## src/rtl/core/assert_macros.svh

```systemverilog
// assertion helpers, empty in synthesis
`ifndef ASSERT_MACROS_SVH
`define ASSERT_MACROS_SVH
`ifndef SYNTHESIS
`define ASSERT_CLK(label, clk, rst_n, prop, msg) \
    label: assert property (@(posedge clk) disable iff (!rst_n) (prop)) else $error(msg);
`define ASSERT_ALWAYS(label, clk, prop, msg) \
    label: assert property (@(posedge clk) (prop)) else $error(msg);
`else
`define ASSERT_CLK(label, clk, rst_n, prop, msg)
`define ASSERT_ALWAYS(label, clk, prop, msg)
`endif
`endif

```

## src/rtl/core/qfc_pkg.sv

```systemverilog
`timescale 1ns / 1ps
package qfc_pkg;
    localparam int CFG_W     = 32;
    localparam int CFG_IDX_W = 3;
    localparam int NUM_REGS  = 6;
    localparam int IN_TDATA_W  = 272;
    localparam int OUT_TDATA_W = 64;
    localparam int ACC_W     = 72;
    localparam int NUM_STEPS = 33;
    localparam int STEP_W    = 6;

    localparam logic [STEP_W-1:0] FIRST_STEP = STEP_W'(1);
    localparam logic [STEP_W-1:0] LAST_STEP  = STEP_W'(NUM_STEPS);

    localparam logic signed [15:0] HOVER_Q8  = 16'sd1366;
    localparam logic signed [17:0] YAW_P_Q16 = 18'sd6554;

    typedef enum logic [CFG_IDX_W-1:0] {
        REG_ALT_PI = 3'd0,
        REG_ALT_DV = 3'd1,
        REG_ATT_PD = 3'd2,
        REG_POS_PD = 3'd3,
        REG_POS_KI = 3'd4,
        REG_QUAT   = 3'd5
    } t_cfg_idx;

    typedef struct packed {
        logic                 start;
        logic [STEP_W-1:0]    step;
        logic                 commit;
    } t_dp_cmd;
endpackage

```

## src/rtl/core/qfc_ctrl.sv

```systemverilog
`timescale 1ns / 1ps
`include "assert_macros.svh"
module qfc_ctrl (
    input  logic                i_clk,
    input  logic                i_rst_n,
    input  logic                i_in_valid,
    output logic                o_in_ready,
    output logic                o_out_valid,
    input  logic                i_out_ready,
    output qfc_pkg::t_dp_cmd    o_cmd
);
    import qfc_pkg::*;

    typedef enum logic [1:0] {S_IDLE, S_LOAD, S_RUN, S_DONE} t_state;
    t_state r_state, n_state;
    logic [STEP_W-1:0] r_step, n_step;
    logic r_out_valid, n_out_valid;
    logic r_commit, n_commit;

    assign o_in_ready  = (r_state == S_IDLE);
    assign o_out_valid = r_out_valid;
    assign o_cmd.start  = i_in_valid && o_in_ready;
    assign o_cmd.step   = (r_state == S_RUN) ? r_step : '0;
    assign o_cmd.commit = r_commit;

    always_comb begin
        n_state = r_state;
        n_step = r_step;
        n_commit = 1'b0;
        n_out_valid = r_out_valid && !i_out_ready;
        case (r_state)
            S_IDLE: if (i_in_valid) n_state = S_LOAD;
            S_LOAD: begin n_step = FIRST_STEP; n_state = S_RUN; end
            S_RUN: begin
                if (r_step == LAST_STEP) begin
                    n_state = S_DONE;
                    n_step = '0;
                end else n_step = r_step + STEP_W'(1);
            end
            S_DONE: begin
                // let the last product drain and wait for a free result register
                if (r_commit) begin
                    n_out_valid = 1'b1;
                    n_state = S_IDLE;
                end else if (!r_out_valid) n_commit = 1'b1;
            end
            default: n_state = S_IDLE;
        endcase
    end

    always_ff @(posedge i_clk) begin
        if (!i_rst_n) begin
            r_state <= S_IDLE;
            r_step <= '0;
            r_out_valid <= 1'b0;
            r_commit <= 1'b0;
        end else begin
            r_state <= n_state;
            r_step <= n_step;
            r_out_valid <= n_out_valid;
            r_commit <= n_commit;
        end
    end

    `ASSERT_CLK(a_no_start_busy, i_clk, i_rst_n, (o_cmd.start |-> r_state == S_IDLE), "start while busy")
    `ASSERT_CLK(a_commit_done, i_clk, i_rst_n, (r_commit |-> r_state == S_DONE), "commit outside done")
    `ASSERT_CLK(a_valid_after, i_clk, i_rst_n, (r_commit |=> r_out_valid), "result not shown")
endmodule

```

## config.mk

```make
export PLATFORM = sky130hd
export DESIGN_NAME = qfc_ctrl
export DESIGN_NICKNAME = d
export VERILOG_FILES = /design/src/rtl/core/qfc_pkg.sv /design/src/rtl/core/qfc_ctrl.sv
export VERILOG_INCLUDE_DIRS = /design/src /design/src/rtl/core
export SDC_FILE = /design/constraint.sdc
export NUM_CORES = 1
export LEC_CHECK = 0
export BUFFER_PORTS_ARGS = -buffer_cell sky130_fd_sc_hd__buf_2
export CAP_MARGIN = 20
export CORE_AREA = 10 10 47 49
export DETAILED_ROUTE_END_ITERATION = 7
export DIE_AREA = 0 0 57 59
export GPL_ROUTABILITY_DRIVEN = 0
export HOLD_SLACK_MARGIN = 0.08
export MAX_ROUTING_LAYER = met4
export PLACE_DENSITY_LB_ADDON = 0.25
export SLEW_MARGIN = 20
export SYNTH_ARGS = -nofsm -noshare
export SYNTH_HDL_FRONTEND = slang
export SYNTH_SLANG_ARGS = --single-unit
export TNS_END_PERCENT = 10
```

## constraint.sdc

```tcl
create_clock -name i_clk -period 2 [get_ports i_clk]
set_input_delay 0.2 -clock i_clk [delete_from_list [all_inputs] [get_ports i_clk]]
set_output_delay 0.2 -clock i_clk [all_outputs]
set_load 0.05 [all_outputs]
```

After elaboration in Yosys (flattened, before gate mapping). Cells that the tools add are included.

Memory bits (read-only): 0. Bits in writable memories: 0. Input port bits: 4. Output and inout bits: 10. Register bits after elaboration: 10. Bits in latches: 0. Memories kept: 0. Logic and storage cells: 31.

Add/sub/neg operators: 1. $lt $le $gt $ge: 0. Reductions and logical operators: 7. Shifts and indexed selects: 0. Eq/ne operators: 7. Multipliers: 0. Div/mod/pow operators: 0. Muxes and demuxes: 10. Bitwise gates (word level): 2.

Operators by type and width (count): 6-bit 2-to-1 mux (2); 6-bit one-hot mux with 2 select lines (1); 2-bit one-hot mux with 4 select lines (1); 6-bit by 1-bit adder with 6-bit output, second input constant (1); 6-bit equality test, second input constant (1); 2-bit 2-to-1 mux (3); 2-bit equality test, second input constant (2); 2-bit inequality test, second input constant (2); 1-bit 2-to-1 mux (3); 3-bit AND reduction (1); 3-bit OR reduction (1); 2-bit by 1-bit equality test with 1-bit output, second input constant (1); 1-bit logical AND (2); 2-bit zero test (1); 2-bit by 1-bit inequality test with 1-bit output, second input constant (1); 1-bit inverter (2); 2-bit nonzero test (1); 1-bit zero test (1).

Logic depth before layout (Yosys ltp). Gate-level depths: netlist (run 1).

Depth after elaboration: 4. Gate-level depth with buffers: 6. Depth with buffers taken out: 6.

Worst setup path after synthesis (run 1). OpenSTA, ideal clock, no wires.

Path type: register -> output. Start point: register r_state[0]. End point: output port o_cmd[2] (netlist bit). Data required time: 1800 ps. Path slack: 410 ps. Arrival time: 1390 ps. Stages on the path, launching flop included: 5. Cell sequence: dfxtp_1 -> inv_1 -> ha_1 -> inv_1 -> nor2_1.

RTL lines: start, declared (RTL line qfc_ctrl.sv:15) `t_state r_state, n_state;`; start signal, assigned (RTL line qfc_ctrl.sv:58) `r_state <= n_state;`; end, declared (RTL line qfc_ctrl.sv:10) `output qfc_pkg::t_dp_cmd o_cmd`.

==> flow_metrics.py, run 1 <==
metrics = {
    "status": {
        "status": "finished clean",
    },
    "finish": {
        "stdcell_area_sq_um": 737.0,
        "nets": 98,
        "area_growth_pct": 17.56,
        "fin_cells": 103,
        "n_antenna_cell": 0,
        "drive_gt1_share_pct": 28.74,
    },
    "synthesis": {
        "synth_cell_types": 29,
        "synth_cells": 72,
        "yosys.area.top_type": "dfxtp_1",
        "synth_edf_count": 0,
        "avgSynthCellArea_sq_um": 8.706,
        "yosys.cell_count.top_type": "dfxtp_1",
        "ys_seq_area_share_pct": 31.94,
        "synth_top_area_share_pct": 31.94,
        "synth_async_sr_flop_share_pct": 0,
        "synth.yosys.warnings": 0,
        "synthesis.nets": 82,
        "synth_area_sq_um": 626.9,
        "synthTopCellsByArea": "dfxtp_1 32%, ha_1 12%, and2_1 6.0%",
        "synth_common_cells": "10 x dfxtp_1, 7 x inv_1, 7 x nand2_1",
        "synthFlopType": "dfxtp_1",
        "ys_ff_latch": 10,
    },
    "setup_path": {
        "cp-end-kind": "output pin",
        "rrSetupSlack_ns": 0.34,
        "r2r-end": "r_step[5]",
        "path_max_fanout": 9,
        "cp-startpoint": "r_state[0]",
        "r2r_start": "r_state[1]",
        "r2r_cells": 5,
        "path_class": "flip-flop to output pin",
        "crit_path_end": "o_cmd[2]",
        "worstPathArrival_ns": 1.53,
        "critPathLaunchType": "flip-flop",
        "required_ns": 1.80,
    },
    "power": {
        "ir_drop_v": 0.0009431,
        "finalPower_uw": 928.5,
        "powerDensity_nw_per_um2": 1260,
        "p_leak_nw": 0.3305,
    },
    "cts": {
        "cts_tree": "yes",
        "clockBufferDepth": 2,
        "cts_sinks": 10,
        "path_clk_slew_ns": 0.07,
        "cts_resized": 0,
        "cts_root_buf": "clkbuf_4",
        "h-tree-depth": 1,
        "clkLatencyLatePin_ns": 0.26,
        "postCtsSetupRepairBufs": 0,
        "cts_hold_buffers": 0,
        "cts_made_buffers": 3,
    },
    "routing": {
        "first_iter_violations": 19,
        "via_per_inst": 5.340,
        "wl_met3_microns": 102,
        "wl_met1_microns": 560,
        "detail_route.first_pass.iterations": 4,
        "ant_nets": 0,
        "wl_met2_microns": 623,
        "routed.top_layer": "met4",
        "route.vias.total": 550,
        "drc": 0,
        "wire_per_inst_microns": 12.75,
        "wirelength_mm": 1.313,
    },
    "die": {
        "std_cell_rows": 14,
        "design.core.area_sq_um": 1401,
        "die-area_sq_um": 3363,
        "die_y_microns": 59,
        "start_util_pct": 44.73,
        "ios": 14,
        "die_x_microns": 57,
    },
    "timing": {
        "finalSetupTns_ns": 0,
        "period_needed_ns": 1.726,
        "finClkSkew_ns": 0.004766,
        "setup_viol": 0,
        "rsz0062_at_grt": "false",
        "fin_crit_sh_pct": 86.30,
        "hold_viol": 0,
        "max_slew_margin_pct": 79.53,
        "worst_slack_ns": 0.2740,
        "worstMarginPinSlew_ns": 0.3031,
        "report.final.slew_viol_count": 0,
        "fmax_ghz": 0.5794,
    },
    "placed_design": {
        "place_area_sq_um": 700.7,
        "io_buffers": 13,
        "placed_cells": 99,
        "dp_hpwl_mm": 1.044,
        "dp_slack_ns": 0.3583,
    },
    "global_route": {
        "grt_usage_pct": 8.981,
        "first_global_vias": 555,
        "grt_pass1_wl_mm": 2.339,
        "antenna_found_initial": 0,
        "grt_max_degree": 13,
        "grt-ovfl-total": 0,
    },
    "job": {
        "maxCapViolations": 0,
    },
    "hold_path": {
        "hp-start": "i_out_ready",
        "hp-class": "input pin to flip-flop",
    },
}
==> layout make-up <==
cell class,instances,area [sq um]
well taps,16,20.02
multi-input cells,52,385.4
fillers,139,664.4
repair buffers,13,65.06
clock buffers,4,36.28
inverters,8,30.03
flip-flops and latches,10,200.2
==> worst max-delay path, stage by stage, from the launching register on <==
cell and delay (ns):
dfxtp_1 0.32, inv_1 0.10, ha_1 0.33, inv_1 0.13
nor2_1 0.10, buf_2 0.27
==> worst min-delay path by stage <==
stage                             end  slack [ns]  cells after the start
final                     o_out_valid        0.19                      3
after CTS                 o_out_valid        0.18                      3
after floorplan           o_out_valid        0.38                      2
after detailed placement     r_commit        0.44                      1
after global routing      o_out_valid        0.18                      3
after global placement       r_commit        0.43                      1
==> flip-flops by register name, summed over array words and instances (netlist names) <==
name	flops
r_state	2
o_out_valid	1
r_commit	1
r_step	6
==> layout by cell type (no fill, tap or decap), drive strengths merged <==
cell type and count:
a21o 1, a21oi 4, a221oi 1, a31o 1, and2 6, buf 13
clkbuf 4, dfxtp 10, ha 6, inv 8, mux2i 1, nand2 7
nand2b 1, nand3 5, nand4 1, nor2 2, nor2b 2, nor3b 1
nor4 1, o21a 1, o21ai 3, o22ai 1, o31a 1, o32ai 1
o41ai 3, or3 2
==> cells by family after synthesis <==
group           after synthesis  synth area share (%)
buf+inv                      10                 6.587
flops                        10                 31.94
fa+ha+maj                     6                 11.98
mux                           1                 1.597
compound gates               17                 22.36
simple gates                 28                 25.55
==> per-layer routing <==
layer / GRT usage [%] / vias to the layer above
met5: - / -
met4: 6.040 / 0
met3: 3.433 / 4
met2: 14.26 / 17
met1: 9.047 / 244
li1: - / 285
==> through the flow <==
stage	hold WS [ns]	util, %
final	0.1879	52.59
after global routing	0.1830	52.59
after CTS	0.1769	52.59
after detailed placement	0.4415	50.00
after global placement	0.4344	50.00
after floorplan	0.3818	-
==> report_power, final <==
group          switching, mW  total, mW  internal (mW)
logic                  0.324      0.480          0.156
clock network         0.0707      0.181          0.111
registers             0.0359      0.267          0.231
total                  0.431      0.928          0.498
Power figures use the tool's default switching activity.
==> run 2: changes to the inputs <==
==> constraint.sdc (replaced) <==
create_clock -name i_clk -period 1.6 [get_ports i_clk]
set_input_delay 0.16 -clock i_clk [delete_from_list [all_inputs] [get_ports i_clk]]
set_output_delay 0.16 -clock i_clk [all_outputs]
set_load 0.05 [all_outputs]
==> flow_metrics.py, run 2 (same netlist as run 1, synthesis figures left out) <==
metrics = {
    "status": {
        "status": "finished clean",
    },
    "setup_path": {
        "rrSetupSlack_ns": 0.11,
        "crit_top_cell": "buf_4",
        "critPathLaunchType": "flip-flop",
        "crit_path_max_incr_delay_ns": 0.32,
        "cpMaxStageDelayCell": "dfxtp_1",
        "critical_path_buf_inv_count": 3,
        "path_cells": "buf_4 -> ha_2 -> buf_4 -> and2_1 -> buf_4",
        "crit_family": "buffers and inverters",
        "cp-end-kind": "output pin",
        "path_max_fanout": 7,
        "required_ns": 1.44,
        "path_class": "flip-flop to output pin",
        "worstPathArrival_ns": 1.38,
    },
    "power": {
        "ir_drop_v": 0.001152,
        "powerDensity_nw_per_um2": 1662,
        "finalPower_mw": 1.335,
        "p_leak_nw": 0.3547,
    },
    "die": {
        "start_util_pct": 44.73,
        "die-area_sq_um": 3363,
        "die_x_microns": 57,
        "design.core.area_sq_um": 1401,
        "die_y_microns": 59,
        "std_cell_rows": 14,
        "ios": 14,
    },
    "global_route": {
        "grt_max_degree": 13,
        "first_global_vias": 598,
        "grt_pass1_wl_mm": 2.539,
        "grt_usage_pct": 9.253,
        "grt-ovfl-total": 0,
        "antenna_found_initial": 0,
    },
    "cts": {
        "h-tree-depth": 1,
        "cts_tree": "yes",
        "postCtsSetupRepairBufs": 0,
        "clockBufferDepth": 2,
        "path_clk_slew_ns": 0.07,
        "cts_made_buffers": 3,
        "cts_root_buf": "clkbuf_4",
        "clkLatencyLatePin_ns": 0.26,
        "cts_sinks": 10,
        "cts_hold_buffers": 0,
    },
    "finish": {
        "largest_register_ffs": 6,
        "reg_top3": "r_step x6, r_state x2",
        "final_util_pct": 57.32,
        "nets": 103,
        "mostFrequentLayoutCells": "9 x dfxtp_1, 9 x buf_4, 8 x buf_2",
        "drive_gt1_share_pct": 36.96,
        "area_growth_pct": 28.14,
        "fill_cells": 132,
        "fin_cells": 108,
        "top_register": "r_step",
        "n_antenna_cell": 0,
    },
    "routing": {
        "via_per_inst": 5.306,
        "wirelength_mm": 1.502,
        "wire_per_inst_microns": 13.91,
        "ant_nets": 0,
        "detail_route.first_pass.iterations": 4,
        "route.vias.total": 573,
        "drc": 0,
        "first_iter_violations": 7,
    },
    "timing": {
        "fin_crit_sh_pct": 96.20,
        "report.final.slew_viol_count": 0,
        "max_slew_margin_pct": 78.39,
        "period_needed_ns": 1.539,
        "setup_viol": 0,
        "worstMarginPinSlew_ns": 0.3242,
        "finalSetupTns_ns": 0,
        "fmax_ghz": 0.6497,
        "hold_viol": 0,
        "finClkSkew_ns": 0.001830,
    },
    "placed_design": {
        "dp_hpwl_mm": 1.138,
        "placed_cells": 104,
        "io_buffers": 13,
    },
    "job": {
        "maxCapViolations": 0,
    },
    "hold_path": {
        "hp-class": "input pin to flip-flop",
    },
}
-- run 2: changes by cell type in the layout (fill, tap and decap cells not counted) --
cell / before / now
dfxtp_2: 0 / 1
clkbuf_4: 3 / 4
buf_4: 0 / 9
ha_2: 0 / 1
dfxtp_1: 10 / 9
buf_2: 13 / 8
ha_1: 6 / 4
inv_2: 1 / 2
inv_1: 7 / 6
ha_4: 0 / 1
-- run 2: worst paths after layout --
| kind | start | end | cells past startpoint |
|---|---|---|---|
| hold reg to reg | o_out_valid | r_commit | 1 |
| setup reg to reg | r_state[1] | r_step[5] | 5 |
| hold / removal | i_out_ready | o_out_valid | 3 |
| setup / recovery | r_state[1] | o_cmd[1] | 5 |
-- run 2: layer usage --
metal	routed length, microns	track usage [%]
met5	0	-
met4	21	3.020
met3	69	2.575
met2	745	15.35
met1	665	10.51
-- run 2: stage by stage --
step	setup WS, ns	cell area (sq um)	hold slack, ns
2_1_floorplan	0.01786	626.9	0.3418
3_3_place_gp	0.06235	738.2	0.4269
3_5_place_dp	-0.03125	738.2	0.4313
4_1_cts	-0.02622	784.5	0.1625
5_1_grt	-0.0001299	803.3	0.1818
6_report	0.06080	803.3	0.1569
-- run 2: where the power goes --
part	switching, mW	leakage, nW	total, mW	internal, mW
clock network	0.0925	0.0210	0.230	0.138
registers	0.0271	0.0815	0.319	0.291
logic	0.482	0.252	0.786	0.304
total	0.602	0.355	1.33	0.733
-- run 2: worst reg2reg max path, stage by stage, from the launching register on --
cell and delay [ns]:
dfxtp_1 0.34, inv_1 0.08, ha_4 0.32, nand4_1 0.10, or3_1 0.33, a221oi_2 0.23
-- run 2: repair_timing --
item / CTS / global route
pin swaps: 0 / 1
resized for setup: 4 / 7
endpoints found under the setup margin: 4 / 8
-- run 2: final cells by class --
class | instances | area [sq um] | share of cell area, %
inverter | 8 | 30.03 | 3.738
timing repair buffer | 18 | 115.1 | 14.33
tap | 16 | 20.02 | 2.492
sequential | 10 | 201.4 | 25.08
multi-input combinational | 52 | 400.4 | 49.84
clock buffer | 4 | 36.28 | 4.517
